==> src/hdl/wsd_pkg.sv <==
`timescale 1ns / 1ps
`default_nettype none

package wsd_pkg;

  // stream widths
  localparam int unsigned ByteW  = 8;
  localparam int unsigned KindW  = 2;
  localparam int unsigned LenW   = 64;
  localparam int unsigned KeyW   = 32;
  localparam int unsigned HcntW  = 4;
  localparam int unsigned MposW  = 2;
  localparam int unsigned Len7W  = 7;
  localparam int unsigned OpW    = 4;

  // header field codes
  localparam int unsigned        FinBit       = 7;
  localparam logic [OpW-1:0]     OpcodeMask   = 4'hF;
  localparam logic [OpW-1:0]     OpcodeClose  = 4'h8;
  localparam logic [Len7W-1:0]   LenExt16     = 7'd126;
  localparam logic [Len7W-1:0]   LenExt64     = 7'd127;
  localparam logic [HcntW-1:0]   Ext16Bytes   = 4'd2;
  localparam logic [HcntW-1:0]   Ext64Bytes   = 4'd8;
  localparam logic [HcntW-1:0]   MaskBytes    = 4'd4;

  // parser phase
  typedef enum logic [2:0] {
    PH_HDR0 = 3'd0,
    PH_HDR1 = 3'd1,
    PH_EXT  = 3'd2,
    PH_MASK = 3'd3,
    PH_DATA = 3'd4
  } phase_e;

  // result kind
  typedef enum logic [KindW-1:0] {
    KIND_DATA  = 2'd0,
    KIND_EOM   = 2'd1,
    KIND_CLOSE = 2'd2
  } kind_e;

  // one result item plus its presence flag
  typedef struct packed {
    logic             vld;
    kind_e            kind;
    logic [ByteW-1:0] data;
    logic             last;
  } res_t;

endpackage

`default_nettype wire

==> src/hdl/wsd_parser.sv <==
`timescale 1ns / 1ps
`default_nettype none

module wsd_parser (
  input  wire                       clk_i,
  input  wire                       rst_ni,
  input  wire                       step_i,  // consume byte_i this cycle
  input  wire  [wsd_pkg::ByteW-1:0] byte_i,
  output wsd_pkg::res_t             res_o    // result for byte_i, valid with step_i
);
  import wsd_pkg::*;

  phase_e           phase_q, phase_d;
  logic [HcntW-1:0] hcnt_q, hcnt_d;
  logic             fin_q, fin_d;
  logic             close_q, close_d;
  logic [LenW-1:0]  rem_q, rem_d;
  logic [KeyW-1:0]  key_q, key_d;
  logic [MposW-1:0] mpos_q, mpos_d;

  logic [Len7W-1:0] len7;
  logic [HcntW-1:0] hcnt_dec;
  logic [LenW-1:0]  rem_dec;
  logic             rem_one;
  logic [ByteW-1:0] key_byte;

  assign len7     = byte_i[Len7W-1:0];
  assign hcnt_dec = hcnt_q - HcntW'(1);
  assign rem_dec  = rem_q - LenW'(1);
  assign rem_one  = (rem_q == LenW'(1));

  // mask byte for the current payload position, first key byte in the top bits
  always_comb begin
    case (mpos_q)
      2'd0:    key_byte = key_q[31:24];
      2'd1:    key_byte = key_q[23:16];
      2'd2:    key_byte = key_q[15:8];
      default: key_byte = key_q[7:0];
    endcase
  end

  // next state and result for one byte
  always_comb begin
    phase_d = phase_q;
    hcnt_d  = hcnt_q;
    fin_d   = fin_q;
    close_d = close_q;
    rem_d   = rem_q;
    key_d   = key_q;
    mpos_d  = mpos_q;
    res_o   = '{vld: 1'b0, kind: KIND_DATA, data: '0, last: 1'b0};

    case (phase_q)
      PH_HDR1: begin
        rem_d = '0;
        if (len7 == LenExt16) begin
          hcnt_d  = Ext16Bytes;
          phase_d = PH_EXT;
        end else if (len7 == LenExt64) begin
          hcnt_d  = Ext64Bytes;
          phase_d = PH_EXT;
        end else begin
          rem_d   = LenW'(len7);
          hcnt_d  = MaskBytes;
          phase_d = PH_MASK;
        end
        if (close_q) begin
          res_o = '{vld: 1'b1, kind: KIND_CLOSE, data: '0, last: 1'b0};
        end
      end

      PH_EXT: begin
        rem_d  = {rem_q[LenW-ByteW-1:0], byte_i};
        hcnt_d = hcnt_dec;
        if (hcnt_dec == '0) begin
          hcnt_d  = MaskBytes;
          phase_d = PH_MASK;
        end
      end

      PH_MASK: begin
        key_d  = {key_q[KeyW-ByteW-1:0], byte_i};
        hcnt_d = hcnt_dec;
        if (hcnt_dec == '0) begin
          mpos_d = '0;
          if (rem_q == '0) begin
            phase_d = PH_HDR0;
            // empty final frame closes the message with a bare marker
            if (fin_q && !close_q) begin
              res_o = '{vld: 1'b1, kind: KIND_EOM, data: '0, last: 1'b1};
            end
          end else begin
            phase_d = PH_DATA;
          end
        end
      end

      PH_DATA: begin
        mpos_d = mpos_q + MposW'(1);
        rem_d  = rem_dec;
        if (rem_one) begin
          phase_d = PH_HDR0;
        end
        // close frame payload is swallowed
        if (!close_q) begin
          res_o = '{vld: 1'b1, kind: KIND_DATA, data: byte_i ^ key_byte,
                    last: fin_q && rem_one};
        end
      end

      default: begin
        fin_d   = byte_i[FinBit];
        close_d = ((byte_i[OpW-1:0] & OpcodeMask) == OpcodeClose);
        hcnt_d  = '0;
        phase_d = PH_HDR1;
      end
    endcase
  end

  // parser state
  always_ff @(posedge clk_i or negedge rst_ni) begin
    if (!rst_ni) begin
      phase_q <= PH_HDR0;
      hcnt_q  <= '0;
      fin_q   <= 1'b0;
      close_q <= 1'b0;
      rem_q   <= '0;
      key_q   <= '0;
      mpos_q  <= '0;
    end else if (step_i) begin
      phase_q <= phase_d;
      hcnt_q  <= hcnt_d;
      fin_q   <= fin_d;
      close_q <= close_d;
      rem_q   <= rem_d;
      key_q   <= key_d;
      mpos_q  <= mpos_d;
    end
  end

endmodule

`default_nettype wire

==> src/hdl/websocket_frame_deframer_core.sv <==
`timescale 1ns / 1ps
`default_nettype none

// channel   direction  handshake                     payload
// s_axis    in         s_axis_tvalid/s_axis_tready   tdata[7:0] in_byte
// m_axis    out        m_axis_tvalid/m_axis_tready   tdata[7:0] data_byte, tuser[1:0] kind,
//                                                    tlast last_of_message
//
// one byte per clock unless a result stalls at the output; results come from the result register
// each byte passes an input register and the parser logic; a result then a result register
// a byte that gives no result never waits on the output side
// reset clears the parser to expect the first header byte of a new frame
// input ready falls only while a result waits and the next byte would give another

module websocket_frame_deframer_core (
  input  wire                             clk_i,
  input  wire                             rst_ni,
  input  wire                             s_axis_tvalid,
  output logic                            s_axis_tready,
  input  wire  [wsd_pkg::ByteW-1:0]       s_axis_tdata,   // [7:0] in_byte
  output logic                            m_axis_tvalid,
  input  wire                             m_axis_tready,
  output logic [wsd_pkg::ByteW-1:0]       m_axis_tdata,   // [7:0] data_byte
  output logic [wsd_pkg::KindW-1:0]       m_axis_tuser,   // [1:0] kind
  output logic                            m_axis_tlast    // last_of_message
);
  import wsd_pkg::*;

  logic             in_vld_q, in_vld_d;
  logic [ByteW-1:0] in_byte_q;
  logic             out_vld_q, out_vld_d;
  res_t             out_q;
  res_t             res;
  logic             s_accept;
  logic             fire;

  // parse one byte when its result, if any, has room
  assign fire          = in_vld_q && (!res.vld || !out_vld_q || m_axis_tready);
  assign s_axis_tready = !in_vld_q || fire;
  assign s_accept      = s_axis_tvalid && s_axis_tready;

  wsd_parser u_parser (
    .clk_i  (clk_i),
    .rst_ni (rst_ni),
    .step_i (fire),
    .byte_i (in_byte_q),
    .res_o  (res)
  );

  // valid flags for input and result stages
  always_comb begin
    in_vld_d = in_vld_q;
    if (s_accept) begin
      in_vld_d = 1'b1;
    end else if (fire) begin
      in_vld_d = 1'b0;
    end
    out_vld_d = out_vld_q;
    if (fire && res.vld) begin
      out_vld_d = 1'b1;
    end else if (m_axis_tready) begin
      out_vld_d = 1'b0;
    end
  end

  always_ff @(posedge clk_i or negedge rst_ni) begin
    if (!rst_ni) begin
      in_vld_q  <= 1'b0;
      out_vld_q <= 1'b0;
    end else begin
      in_vld_q  <= in_vld_d;
      out_vld_q <= out_vld_d;
    end
  end

  // payload registers
  always_ff @(posedge clk_i) begin
    if (s_accept) begin
      in_byte_q <= s_axis_tdata;
    end
    if (fire && res.vld) begin
      out_q <= res;
    end
  end

  assign m_axis_tvalid = out_vld_q;
  assign m_axis_tdata  = out_q.data;
  assign m_axis_tuser  = out_q.kind;
  assign m_axis_tlast  = out_q.last;

endmodule

`default_nettype wire

==> config.mk <==
export PLATFORM = sky130hd
export DESIGN_NAME = websocket_frame_deframer_core
export DESIGN_NICKNAME = d
export VERILOG_FILES = /design/src/hdl/wsd_pkg.sv /design/src/hdl/wsd_parser.sv /design/src/hdl/websocket_frame_deframer_core.sv
export SDC_FILE = /design/constraint.sdc
export NUM_CORES = 1
export LEC_CHECK = 0
export BUFFER_PORTS_ARGS = -buffer_cell sky130_fd_sc_hd__buf_4
export CAP_MARGIN = 20
export CORE_MARGIN = 1
export CORE_UTILIZATION = 47
export CTS_CLUSTER_DIAMETER = 80
export DETAILED_ROUTE_END_ITERATION = 12
export PLACE_DENSITY = 0.7
export SLEW_MARGIN = 15
export SYNTH_ARGS = -nofsm -noshare
export SYNTH_HDL_FRONTEND = slang
export SYNTH_SLANG_ARGS = --single-unit
==> constraint.sdc <==
create_clock -name clk_i -period 4.99 [get_ports clk_i]
set_input_delay 0.499 -clock clk_i [delete_from_list [all_inputs] [get_ports clk_i]]
set_output_delay 0.499 -clock clk_i [all_outputs]
set_load 0.01 [all_outputs]
After elaboration in Yosys (flattened, before gate mapping) --
Index checks and enable logic that the tools add are counted.
Word-level totals: bits in registers 128, bits in latches 0, RAM bits 0, bits in read-only memories 0, input port bits 12, output and inout bits 13, word-level logic and storage cells 85, memories 0
Operators by class: add/sub/neg operators 3, multipliers 0, divide/modulo/power cells 0, magnitude comparators 0, equal/unequal tests 13, shift-type cells 0, mux-type cells 27, bitwise logic cells 3, reductions and logical operators 26
Operator list (number):
- $pmux 64 s3 | 1
- $eq 64x1->1 const B | 1
- $logic_not 64->1 | 1
- $mux 64 | 1
- $sub 64x1->64 const B | 1
- $mux 12 | 5
- $pmux 12 s3 | 1
- $pmux 8 s3 | 1
- $pmux 4 s4 | 1
- $mux 3 | 5
- $eq 7x7->1 const B | 2
- $mux 4 | 3
- $pmux 3 s4 | 1
- $reduce_and 2->1 | 4
- $xor 8x8->8 | 1
- $mux 7 | 1
- $eq 3x2->1 const B | 2
- $ne 2x1->1 const B | 3
- $reduce_bool 2->1 | 3
- $logic_and 1x1->1 | 5
- $mux 1 | 5
- $eq 4x4->1 const B | 1
- $logic_not 1->1 | 4
- $logic_not 4->1 | 1
- 15 further kinds | 18

Depth between registers and ports, before layout --
Gate-level depths: netlist of the first run.
depth in word-level cells 13, gate-level depth with buffers 9, depth with buffers taken out 8

Hierarchy --
A second synthesis of the first run with hierarchy kept.
Unflattened totals: cells, all modules 750, area, all modules 7040.5 µm²
Modules (own cells, without submodules):
- wsd_parser | times used 1, cells each 721, area an instance 6348.6 µm², sequential area each 2677.6 µm²
- websocket_frame_deframer_core | times used 1, cells each 29, area an instance 691.9 µm², sequential area each 620.6 µm²

Worst setup path after synthesis of the first run --
No wires, ideal clock.
path kind reg2reg, start register u_parser.rem_q[49], end register out_q (netlist bit m_axis_tdata[0]) (enable), setup time 0.378 ns, data arrival time 2.321 ns, data required time 4.612 ns, path slack 2.291 ns, stages on the path, launching flop included 8, buffers on the path 2, cells stage by stage dfrtp_1 buf_6 or4_4 nor4_2 and4b_1 buf_4 a31oi_1 nor2_1
On the way: word-level cells in the longest chain between the ends 9
RTL lines:
- start: declaration | line wsd_parser.sv:17 | logic [LenW-1:0] rem_q, rem_d;
- start signal: assignment | line wsd_parser.sv:135 | rem_q <= rem_d;
- $logic_not 64->1 (*) | line wsd_parser.sv:86 | if (rem_q == '0) begin
- $mux 12 (*) | line wsd_parser.sv:86
- $mux 12 (*) | line wsd_parser.sv:84 | if (hcnt_dec == '0) begin
- $pmux 12 s3 (*) | line wsd_parser.sv:53 | case (phase_q)
- $logic_not 1->1 | line websocket_frame_deframer_core.sv:38 | assign fire = in_vld_q && (!res.vld || !out_vld_q || m_axis_tready);
- $logic_or 1x1->1 (2 in series) | line websocket_frame_deframer_core.sv:38
- $logic_and 1x1->1 | line websocket_frame_deframer_core.sv:38
- $logic_and 1x1->1 (*) | line websocket_frame_deframer_core.sv:81 | if (fire && res.vld) begin
- end signal: assignment | line websocket_frame_deframer_core.sv:82 | out_q <= res;
- end: declaration | line websocket_frame_deframer_core.sv:32 | res_t out_q;
Mark *: on every way between the ends. The rest lies on a longest branch, timed or not. A chain may end at the register's enable or synchronous reset.

Worst setup path in the final report of the first run --
start register u_parser.rem_q[34], end output s_axis_tready
On the way: word-level cells in the longest chain between the ends 9
RTL lines:
- $logic_not 64->1 | line wsd_parser.sv:86
- $mux 12 | line wsd_parser.sv:86
- $mux 12 | line wsd_parser.sv:84
- $pmux 12 s3 | line wsd_parser.sv:53
- $logic_not 1->1 | line websocket_frame_deframer_core.sv:38
- $logic_or 1x1->1 (2 in series) | line websocket_frame_deframer_core.sv:38
- $logic_and 1x1->1 | line websocket_frame_deframer_core.sv:38
- $logic_or 1x1->1 | line websocket_frame_deframer_core.sv:39 | assign s_axis_tready = !in_vld_q || fire;
- end: declaration | line websocket_frame_deframer_core.sv:19 | output logic s_axis_tready,
No other way between the ends.

==> results.sh, run 1 <==
export IMPL_syn_to_final_growth_pct=10.45
export IMPL_critPathBufInv=2
export IMPL_place_inst=968
export IMPL_cp_depth=7
export IMPL_rsz0062_at_grt="false"
export IMPL_nets=797
export IMPL_yosysSeqAreaShare=0.4407
export IMPL_hp_class="input port to async pin"
export IMPL_crit_chain="nor4_1, nand4b_1, and4b_1, a31oi_1, nor3_1, inv_1, buf_4"
export IMPL_ios=25
export IMPL_wire_per_inst_um=20.48
export IMPL_insertedDiodeCount=0
export IMPL_yosysMostFrequentCell="dfrtp_1"
export IMPL_slowest_delay_ns=0.53
export IMPL_fin_crit_ns=3.573
export IMPL_hold_ws_ns=0.1152
export IMPL_max_slew_worst_pin_slew_ns=0.9439
export IMPL_syn_nets=799
export IMPL_async_reset_ff_frac=0.8516
export IMPL_die_area_um2=16430
export IMPL_cts_buffer_depth=2
export IMPL_instances_no_fill=1000
export IMPL_cts_setup_buffers=0
export IMPL_yosysTopAreaCellShare=0.3645
export IMPL_netlist_top_cells_area="dfrtp_1, edfxtp_1, mux2_1"
export IMPL_crit_path_end_kind="primary output"
export IMPL_r2r_cells=5
export IMPL_ys_types=81
export IMPL_synth_seq_cells=128
export IMPL_drt_initial_drc_count=863
export IMPL_ctsResizeCount=0
export IMPL_grt_pass1_vias=6291
export IMPL_numClockSinks=128
export IMPL_synth_area_leader_cell="dfrtp_1"
export IMPL_tritoncts="yes"
export IMPL_clk_latency_ns=0.43
export IMPL_routed_wl_um=20480
export IMPL_slew_violations=0
export IMPL_dr_pass1_iters=6
export IMPL_synth_edf_count=19
export IMPL_required_ns=4.49
export IMPL_ctsHoldBuffers=0
export IMPL_synth_ff_type="dfrtp_1"
export IMPL_fin_crit_sh=0.7160
export IMPL_final_antenna_net_count=0
export IMPL_drive_gt1_frac=0.1229
export IMPL_leakagePower_nw=3.297
export IMPL_finalHoldViolCount=0
export IMPL_cp_arrival_ns=3.07
export IMPL_path_class="flop to primary output"
export IMPL_crit_family="simple AND/OR/NAND/NOR gates"
export IMPL_setup_viol=0
export IMPL_drv_cap=0
export IMPL_start_util=0.4869
export IMPL_path_clk_slew_ns=0.06
export IMPL_drcViolationCount=0
export IMPL_track_usage=0.2652
export IMPL_yosys_top_cells_count="dfrtp_1, o21ai_0, nand2_1"
export IMPL_syn_area_um2=7483
export IMPL_grt_overflow=0
export IMPL_die_h_um=128.2
export IMPL_routed_via_density=6.585
export IMPL_netlist_instances=778
export IMPL_core_area_um2=15370
export IMPL_setup_tns_ns=0
export IMPL_status="complete, no violations"
export IMPL_ir_worst_vdd_uv=343.7
export IMPL_crit_path_start_kind="flop"
export IMPL_cp_max_fo=6
export IMPL_io_buffers=24
export IMPL_dp_hpwl_um=13660
export IMPL_grt_max_degree=60
export IMPL_gp_congestion=0.8989
export IMPL_rows=45
export IMPL_dieWidth_um=128.2
export IMPL_power_density_nw_per_um2=602.0
export IMPL_cts_buffers=17
export IMPL_cts_root_buffer="clkbuf_16"
export IMPL_antenna_found_initial=0
export IMPL_h_tree_depth=4
export IMPL_relSlewSlack=0.3659
export IMPL_fin_skew_ns=0.01091
export IMPL_syn_area_per_cell_um2=9.619
export IMPL_yosys_warnings=0
export IMPL_nFillCells=1345
export IMPL_vias=6585
export IMPL_max_freq_ghz=0.2799
export IMPL_grt_first_pass_wirelength_um=33820
export IMPL_cp_slowest_cell="and4b_1"
report_power, final:
part           switching [mW]  internal (mW)  leakage, nW
Sequential              0.371           1.35         1.61
Clock                   0.547          0.663        0.285
Combinational            1.31          0.737         1.40
Total                    2.23           2.75         3.30
sequential cells by signal (all words and copies together) (netlist names):
| register | cells |
|---|---|
| in_byte_q | 8 |
| in_vld_q | 1 |
| m_axis_tdata | 8 |
| m_axis_tlast | 1 |
| m_axis_tuser | 2 |
| m_axis_tvalid | 1 |
| u_parser.close_q | 1 |
| u_parser.fin_q | 1 |
| u_parser.hcnt_q | 4 |
| u_parser.key_q | 32 |
| u_parser.mpos_q | 2 |
| u_parser.phase_q | 3 |
| u_parser.rem_q | 64 |
worst paths after layout:
check	from	end	slack (ns)
hold reg to reg	u_parser.key_q[26]$_DFFE_PN0P_	u_parser.key_q[26]$_DFFE_PN0P_	0.49
min in group clk_i	s_axis_tdata[6]	in_byte_q[6]$_DFFE_PP_	0.24
setup / recovery	u_parser.rem_q[34]$_DFFE_PN0P_	s_axis_tready	1.42
setup reg to reg	u_parser.rem_q[34]$_DFFE_PN0P_	m_axis_tdata[3]$_DFFE_PP_	1.81
hold / removal	rst_ni	u_parser.rem_q[32]$_DFFE_PN0P_	0.12
max in group asynchronous	rst_ni	u_parser.key_q[20]$_DFFE_PN0P_	3.66
cell families after synthesis:
kind of cell | share of synthesized area
buf+inv | 0.04497
simple gates | 0.2147
fa+ha+maj | 0.01505
compound gates | 0.2149
mux | 0.05802
xor+xnor | 0.01170
flops | 0.4407
final cells by class:
type | count | area, um2 | area share
multi-input cells | 585 | 3859 | 0.4668
flip-flops and latches | 128 | 3298 | 0.3990
repair buffers | 31 | 230.2 | 0.02785
well taps | 211 | 264.0 | 0.03194
inverters | 13 | 48.80 | 0.005904
clock inverters | 15 | 140.1 | 0.01695
clock buffers | 17 | 425.4 | 0.05147
routing by layer:
metal,GRT usage,part of all wire
met1,0.3698,0.43
met2,0.4035,0.47
met3,0.05760,0.077
met4,0.09965,0.018
met5,0,0
through the flow:
step	setup WS [ns]	area, um2	power [mW]	utilization
global placement	1.944	7695	3.658	0.5006
global route	1.187	8265	5.278	0.5377
finish	1.417	8265	4.976	0.5377
floorplan	2.291	7483	3.202	-
CTS	1.454	8265	4.944	0.5377
detailed placement	1.875	7700	3.725	0.5009
cell usage in the layout (no fill, tap or decap), types with 5 or more instances in the layout:
cell	count
inv_8	6
edfxtp_1	19
or3_1	7
nand2_1	63
nor3_1	37
mux2_1	34
dfrtp_1	109
nor4_1	18
o21ai_0	76
clkbuf_16	17
nand2b_1	6
nand4_1	13
nor4_2	7
a21oi_1	47
a32oi_1	7
or4_1	9
a222oi_1	8
nor2_1	58
ha_1	9
inv_1	13
nand3_1	16
buf_4	30
o211ai_1	8
o2bb2ai_1	24
and2_1	6
a22oi_1	18
nor2b_1	5
xnor2_1	9
a31oi_1	8
inv_6	5
o21a_1	5
and3_1	5
a41oi_1	7
(Power assumes the default switching activity.)
==> inputs of run 2 (changes only) <==
--- a/config.mk
+++ b/config.mk
@@ -5,6 +5,7 @@
 export SDC_FILE = /design/constraint.sdc
 export NUM_CORES = 1
 export LEC_CHECK = 0
+export ABC_AREA = 1
 export BUFFER_PORTS_ARGS = -buffer_cell sky130_fd_sc_hd__buf_4
 export CAP_MARGIN = 20
 export CORE_MARGIN = 1
==> constraint.sdc (replaced) <==
create_clock -name clk_i -period 3.6 [get_ports clk_i]
set_input_delay 0.36 -clock clk_i [delete_from_list [all_inputs] [get_ports clk_i]]
set_output_delay 0.36 -clock clk_i [all_outputs]
set_load 0.01 [all_outputs]
==> run 2 against run 1 <==
Compared with the run above:
- hold slack got worse by 0.065 ns
- sequential share of layout area decreased by 4.6 points
- critical path depth increased by 9
- register-to-register slack got worse by 0.98 ns
- wire length increased by 17%
- synthesized cell count increased by 62%
- clock power increased by 47%
- critical endpoint is now u_parser.rem_q[9]$_DFFE_PN0P_
==> results.sh, run 2 <==
export IMPL_status="complete, no violations"
export IMPL_final_antenna_net_count=0
export IMPL_synthAdderAreaFrac=0.01346
export IMPL_ios=25
export IMPL_gp_congestion=0.9472
export IMPL_fin_crit_sh=0.7708
export IMPL_yosysTopAreaCellShare=0.3260
export IMPL_syn_to_final_growth_pct=11.69
export IMPL_setup_tns_ns=0
export IMPL_r2r_end="u_parser.rem_q[9]$_DFFE_PN0P_"
export IMPL_max_freq_ghz=0.3604
export IMPL_critPathBufInv=4
export IMPL_yosysMostFrequentCell="nand2_1"
export IMPL_drive_gt1_frac=0.07919
export IMPL_dp_hpwl_um=16570
export IMPL_hold_ws_ns=0.05038
export IMPL_wl_met1_um=10770
export IMPL_die_h_um=135.4
export IMPL_grt_pass1_vias=7621
export IMPL_r2r_cells=16
export IMPL_critPathLaunch="u_parser.hcnt_q[0]$_DFFE_PN0P_"
export IMPL_async_reset_ff_frac=0.8516
export IMPL_final_common_cell="nand2_1"
export IMPL_slowest_delay_ns=0.59
export IMPL_path_clk_slew_ns=0.07
export IMPL_crit_top_cell="nand2_1"
export IMPL_r2r_start="u_parser.hcnt_q[0]$_DFFE_PN0P_"
export IMPL_required_ns=3.96
export IMPL_cts_buffer_depth=2
export IMPL_synth_top_family_by_area="simple AND/OR/NAND/NOR gates"
export IMPL_tritoncts="yes"
export IMPL_drt_initial_drc_count=787
export IMPL_rrSetupSlack_ns=0.83
export IMPL_max_slew_worst_pin_slew_ns=0.9311
export IMPL_slew_violations=0
export IMPL_wl_met2_um=11100
export IMPL_finalHoldViolCount=0
export IMPL_synth_edf_count=19
export IMPL_antenna_found_initial=0
export IMPL_fin_crit_ns=2.775
export IMPL_io_buffers=24
export IMPL_crit_family="simple AND/OR/NAND/NOR gates"
export IMPL_largest_reg_flops=64
export IMPL_synth_area_leader_cell="dfrtp_1"
export IMPL_dr_max_layer_used="met4"
export IMPL_drcViolationCount=0
export IMPL_syn_nets=1284
export IMPL_insertedDiodeCount=0
export IMPL_ctsResizeCount=0
export IMPL_wire_per_inst_um=15.81
export IMPL_clk_latency_ns=0.44
export IMPL_met3_length_um=1538
export IMPL_ir_worst_vdd_uv=563.3
export IMPL_netlist_instances=1263
export IMPL_grt_first_pass_wirelength_um=39440
export IMPL_cp_endpoint="u_parser.rem_q[9]$_DFFE_PN0P_"
export IMPL_dieWidth_um=135.4
export IMPL_routed_wl_um=23920
export IMPL_drv_cap=0
export IMPL_cts_buffers=17
export IMPL_power_density_nw_per_um2=829.7
export IMPL_largest_register="u_parser.rem_q"
export IMPL_cp_arrival_ns=3.14
export IMPL_grt_overflow=0
export IMPL_synth_compound_area_frac=0.1181
export IMPL_synth_xor_area_frac=0.005234
export IMPL_routed_via_density=5.541
export IMPL_vias=8384
export IMPL_netlist_top_cells_area="dfrtp_1, nand2_1, nand3_1"
export IMPL_leakagePower_nw=4.880
export IMPL_grt_max_degree=67
export IMPL_crit_path_end_kind="flop"
export IMPL_path_class="flop to flop"
export IMPL_syn_area_um2=8367
export IMPL_yosysSeqAreaShare=0.3942
export IMPL_core_area_um2=17360
export IMPL_start_util=0.4821
export IMPL_nets=1296
export IMPL_synth_area_mux_share=0
export IMPL_cts_setup_buffers=0
export IMPL_final_cell_mix="nand2_1, nor2_1, nand3_1, inv_1, dfrtp_1"
export IMPL_cp_depth=16
export IMPL_dr_pass1_iters=6
export IMPL_numClockSinks=128
export IMPL_relSlewSlack=0.3793
export IMPL_rsz0062_at_grt="false"
export IMPL_hp_class="input port to async pin"
export IMPL_yosys_top_cells_count="nand2_1, nor2_1, nand3_1"
export IMPL_fin_skew_ns=0.01386
export IMPL_yosys_warnings=0
export IMPL_cts_root_buffer="clkbuf_16"
export IMPL_synth_simple_area_share=0.3912
export IMPL_crit_chain="inv_1, ha_1, inv_1, nand2_1, nand2_1, nor2_1, nand2_1, nor2_1, nand3_2, nand2_4, a21oi_4, buf_4, nand2_4, buf_4, nand2_1, nand2_1"
export IMPL_setup_viol=0
export IMPL_ctsHoldBuffers=0
export IMPL_synth_ff_type="dfrtp_1"
export IMPL_cp_max_fo=64
export IMPL_track_usage=0.2766
export IMPL_rows=48
export IMPL_syn_area_per_cell_um2=6.625
export IMPL_cp_slowest_cell="buf_4"
export IMPL_reg_top3="u_parser.rem_q x64, u_parser.key_q x32"
export IMPL_synth_seq_cells=128
export IMPL_ys_types=34
export IMPL_h_tree_depth=4
export IMPL_die_area_um2=18340
export IMPL_crit_path_start_kind="flop"
-- run 2: cell count changes in the layout (fill, tap and decap cells not counted), sizes merged, moves of 28 or more --
cell,change
nand2,+377
nor4,-28
nor3,-33
o21ai,+38
nor2,+120
nand3,+121
inv,+104
mux2,-37
-- run 2: final cells by class --
cell class	instances	area, um2
Fill cell	1673	8011
Sequential cell	128	3298
Inverter	119	446.7
Clock inverter	14	158.9
Clock buffer	18	450.4
Timing Repair Buffer	35	275.3
Multi-Input combinational cell	974	4434
Tap cell	225	281.5
-- run 2: worst min path at each step --
stage,to,slack [ns],cells past startpoint
2_1_floorplan,in_vld_q$_DFFE_PN0P_,0.06,0
3_3_place_gp,u_parser.key_q[29]$_DFFE_PN0P_,0.46,2
3_5_place_dp,u_parser.rem_q[1]$_DFFE_PN0P_,0.46,2
4_1_cts,u_parser.rem_q[27]$_DFFE_PN0P_,0.09,1
5_1_grt,in_byte_q[6]$_DFFE_PP_,0.09,1
6_report,u_parser.rem_q[27]$_DFFE_PN0P_,0.05,1
-- run 2: worst register-to-register path, delay by kind of cell (launching register included) --
family | cells | cell delay [ns]
AND/OR/NAND/NOR | 10 | 1.09
buffers and inverters | 4 | 0.98
adder cells (fa/ha/maj) | 1 | 0.18
AO/OA/AOI/OAI | 1 | 0.06
flip-flops | 1 | 0.40
-- run 2: metrics by stage --
| stage | setup WS (ns) | area (um2) | total power [mW] | instances | utilization |
|---|---|---|---|---|---|
| 4_1_cts | 0.8550 | 9345 | 7.720 | 1513 | 0.5384 |
| 3_5_place_dp | 0.8917 | 8736 | 5.910 | 1481 | 0.5033 |
| 2_1_floorplan | 1.401 | 8367 | 4.867 | 1263 | - |
| 6_report | 0.8253 | 9345 | 7.753 | 1513 | 0.5384 |
| 5_1_grt | 0.5417 | 9345 | 8.363 | 1513 | 0.5384 |
| 3_3_place_gp | 0.9410 | 8736 | 5.854 | 1481 | 0.5033 |
-- run 2: per-layer routing --
| layer | vias to the layer above | track usage |
|---|---|---|
| met5 | - | 0 |
| met4 | 0 | 0.09738 |
| met3 | 42 | 0.04489 |
| met2 | 309 | 0.4439 |
| met1 | 3916 | 0.3767 |
| li1 | 4117 | - |
-- run 2: cell families after synthesis --
| kind of cell | count (synthesis) |
|---|---|
| flip-flops | 128 |
| AND/OR/NAND/NOR | 782 |
| adder cells (fa/ha/maj) | 9 |
| buffers and inverters | 161 |
| AO/OA/AOI/OAI | 178 |
| XOR/XNOR | 5 |
-- run 2: power breakdown --
part           switching [mW]  total (mW)  internal [mW]
clock network           0.803        1.78          0.975
logic                    2.80        3.87           1.07
registers               0.311        2.11           1.80
==> inputs of run 3 (changes only) <==
==> constraint.sdc (replaced) <==
create_clock -name clk_i -period 2.9 [get_ports clk_i]
set_input_delay 0.29 -clock clk_i [delete_from_list [all_inputs] [get_ports clk_i]]
set_output_delay 0.29 -clock clk_i [all_outputs]
set_load 0.01 [all_outputs]
==> run 3 against run 2 <==
Compared with the run above:
- critical path depth down 7
- cell area up 0.83%
- final cell count up 0.53%
- clock-buffer cell count did not move
- global-route usage rose by 0.15 points
- hold slack worse by 0.024 ns
- clock power rose by 21%
- combinational power increased by 25%
- flip-flop and latch count unchanged
- core utilization rose by 0.45 points
- die area did not move
- highest routed layer unchanged
==> results.sh, run 3 (synthesis results as in run 2) <==
export IMPL_status="complete, no violations"
export IMPL_ctsResizeCount=0
export IMPL_ios=25
export IMPL_ir_worst_vdd_uv=705.8
export IMPL_cp_slowest_cell="dfrtp_1"
export IMPL_power_density_nw_per_um2=1018
export IMPL_track_usage=0.2781
export IMPL_fin_skew_ns=0.01356
export IMPL_grt_max_degree=68
export IMPL_wire_per_inst_um=15.86
export IMPL_crit_chain="nor2_1, nand2_1, nor2_4, nand2_2, nor2_4, nand3_2, nand2_4, nand3_1, buf_4"
export IMPL_syn_to_final_growth_pct=12.62
export IMPL_hp_class="input port to flop"
export IMPL_nets=1304
export IMPL_dr_pass1_iters=6
export IMPL_insertedDiodeCount=0
export IMPL_routed_wl_um=24120
export IMPL_die_h_um=135.4
export IMPL_die_area_um2=18340
export IMPL_drcViolationCount=0
export IMPL_dieWidth_um=135.4
export IMPL_cts_buffer_depth=2
export IMPL_max_freq_ghz=0.3901
export IMPL_start_util=0.4821
export IMPL_rsz0062_at_grt="false"
export IMPL_antenna_found_initial=0
export IMPL_finalHoldViolCount=0
export IMPL_routed_via_density=5.517
export IMPL_largest_register="u_parser.rem_q"
export IMPL_path_class="flop to primary output"
export IMPL_tritoncts="yes"
export IMPL_rows=48
export IMPL_drt_initial_drc_count=831
export IMPL_grt_overflow=0
export IMPL_required_ns=2.61
export IMPL_relSlewSlack=0.5574
export IMPL_drive_gt1_frac=0.08410
export IMPL_cp_max_fo=6
export IMPL_nFillCells=1704
export IMPL_final_antenna_net_count=0
export IMPL_cp_arrival_ns=2.27
export IMPL_crit_top_cell="nor2_4"
export IMPL_vias=8392
export IMPL_core_area_um2=17360
export IMPL_numClockSinks=128
export IMPL_cts_root_buffer="clkbuf_16"
export IMPL_grt_first_pass_wirelength_um=39560
export IMPL_reg_top3="u_parser.rem_q x64, u_parser.key_q x32"
export IMPL_largest_reg_flops=64
export IMPL_setup_viol=0
export IMPL_crit_path_start_kind="flop"
export IMPL_final_util=0.5429
export IMPL_gp_congestion=0.9238
export IMPL_max_slew_worst_pin_slew_ns=0.6640
export IMPL_h_tree_depth=4
export IMPL_setup_tns_ns=0
export IMPL_cts_buffers=17
export IMPL_path_clk_slew_ns=0.07
export IMPL_grt_pass1_vias=7650
export IMPL_final_cell_mix="nand2_1, nor2_1, nand3_1, inv_1, dfrtp_1"
export IMPL_leakagePower_nw=4.931
export IMPL_fin_crit_sh=0.8839
export IMPL_drv_cap=0
export IMPL_cts_setup_buffers=0
export IMPL_slew_violations=0
export IMPL_io_buffers=24
export IMPL_dp_hpwl_um=16840
export IMPL_ctsHoldBuffers=1
export IMPL_clk_latency_ns=0.44
export IMPL_slowest_delay_ns=0.45
export IMPL_crit_path_end_kind="primary output"
export IMPL_final_common_cell="nand2_1"
export IMPL_fin_crit_ns=2.563
## run 3: final timing paths
kind	from	endpoint	slack, ns	depth (start not counted)
max	u_parser.rem_q[43]$_DFFE_PN0P_	s_axis_tready	0.34	9
min	m_axis_tready	m_axis_tvalid$_DFFE_PN0P_	0.03	2
max reg2reg	u_parser.rem_q[43]$_DFFE_PN0P_	u_parser.key_q[11]$_DFFE_PN0P_	0.43	13
min reg2reg	u_parser.key_q[21]$_DFFE_PN0P_	u_parser.key_q[29]$_DFFE_PN0P_	0.47	2
max in group asynchronous	rst_ni	u_parser.rem_q[39]$_DFFE_PN0P_	1.86	3
min in group asynchronous	rst_ni	u_parser.rem_q[19]$_DFFE_PN0P_	0.32	2
## run 3: critical path: cells and delay by family (launching register included)
family	cells	cell delay (ns)
buffers and inverters	1	0.18
and+or+nand+nor	8	1.21
DFF	1	0.45
## run 3: final cells by class
type | count | area [um2] | share of cell area
repair buffers | 43 | 375.4 | 0.03984
clock buffers | 18 | 450.4 | 0.04780
multi-input cells | 974 | 4434 | 0.4706
clock inverters | 14 | 136.4 | 0.01447
well taps | 225 | 281.5 | 0.02988
flip-flops and latches | 128 | 3298 | 0.3500
inverters | 119 | 446.7 | 0.04740
## run 3: per-layer routing
layer | vias to the layer above | share of wire | track usage
met4 | 0 | 0.027 | 0.1105
met1 | 3872 | 0.44 | 0.3754
met5 | - | 0 | 0
met2 | 345 | 0.46 | 0.4433
li1 | 4125 | - | -
met3 | 50 | 0.070 | 0.04639
## run 3: power by group
part | total [mW] | leakage (nW) | internal (mW) | switching [mW]
Clock | 2.15 | 0.292 | 1.19 | 0.955
Sequential | 2.62 | 1.64 | 2.23 | 0.385
Combinational | 4.83 | 2.99 | 1.37 | 3.47
Total | 9.60 | 4.93 | 4.79 | 4.81
## run 3: stage by stage
stage               worst slack [ns]  cells  instance area (um2)  hold slack [ns]  power, mW
floorplan                     0.7009   1263                 8367        -0.005591      6.042
global placement              0.4861   1488                 8826           0.2448      7.283
detailed placement            0.4721   1488                 8826           0.2391      7.349
CTS                           0.3425   1521                 9423          0.01648      9.534
global route                  0.1658   1521                 9423          0.02284      10.33
finish                        0.3368   1521                 9423          0.02662      9.596
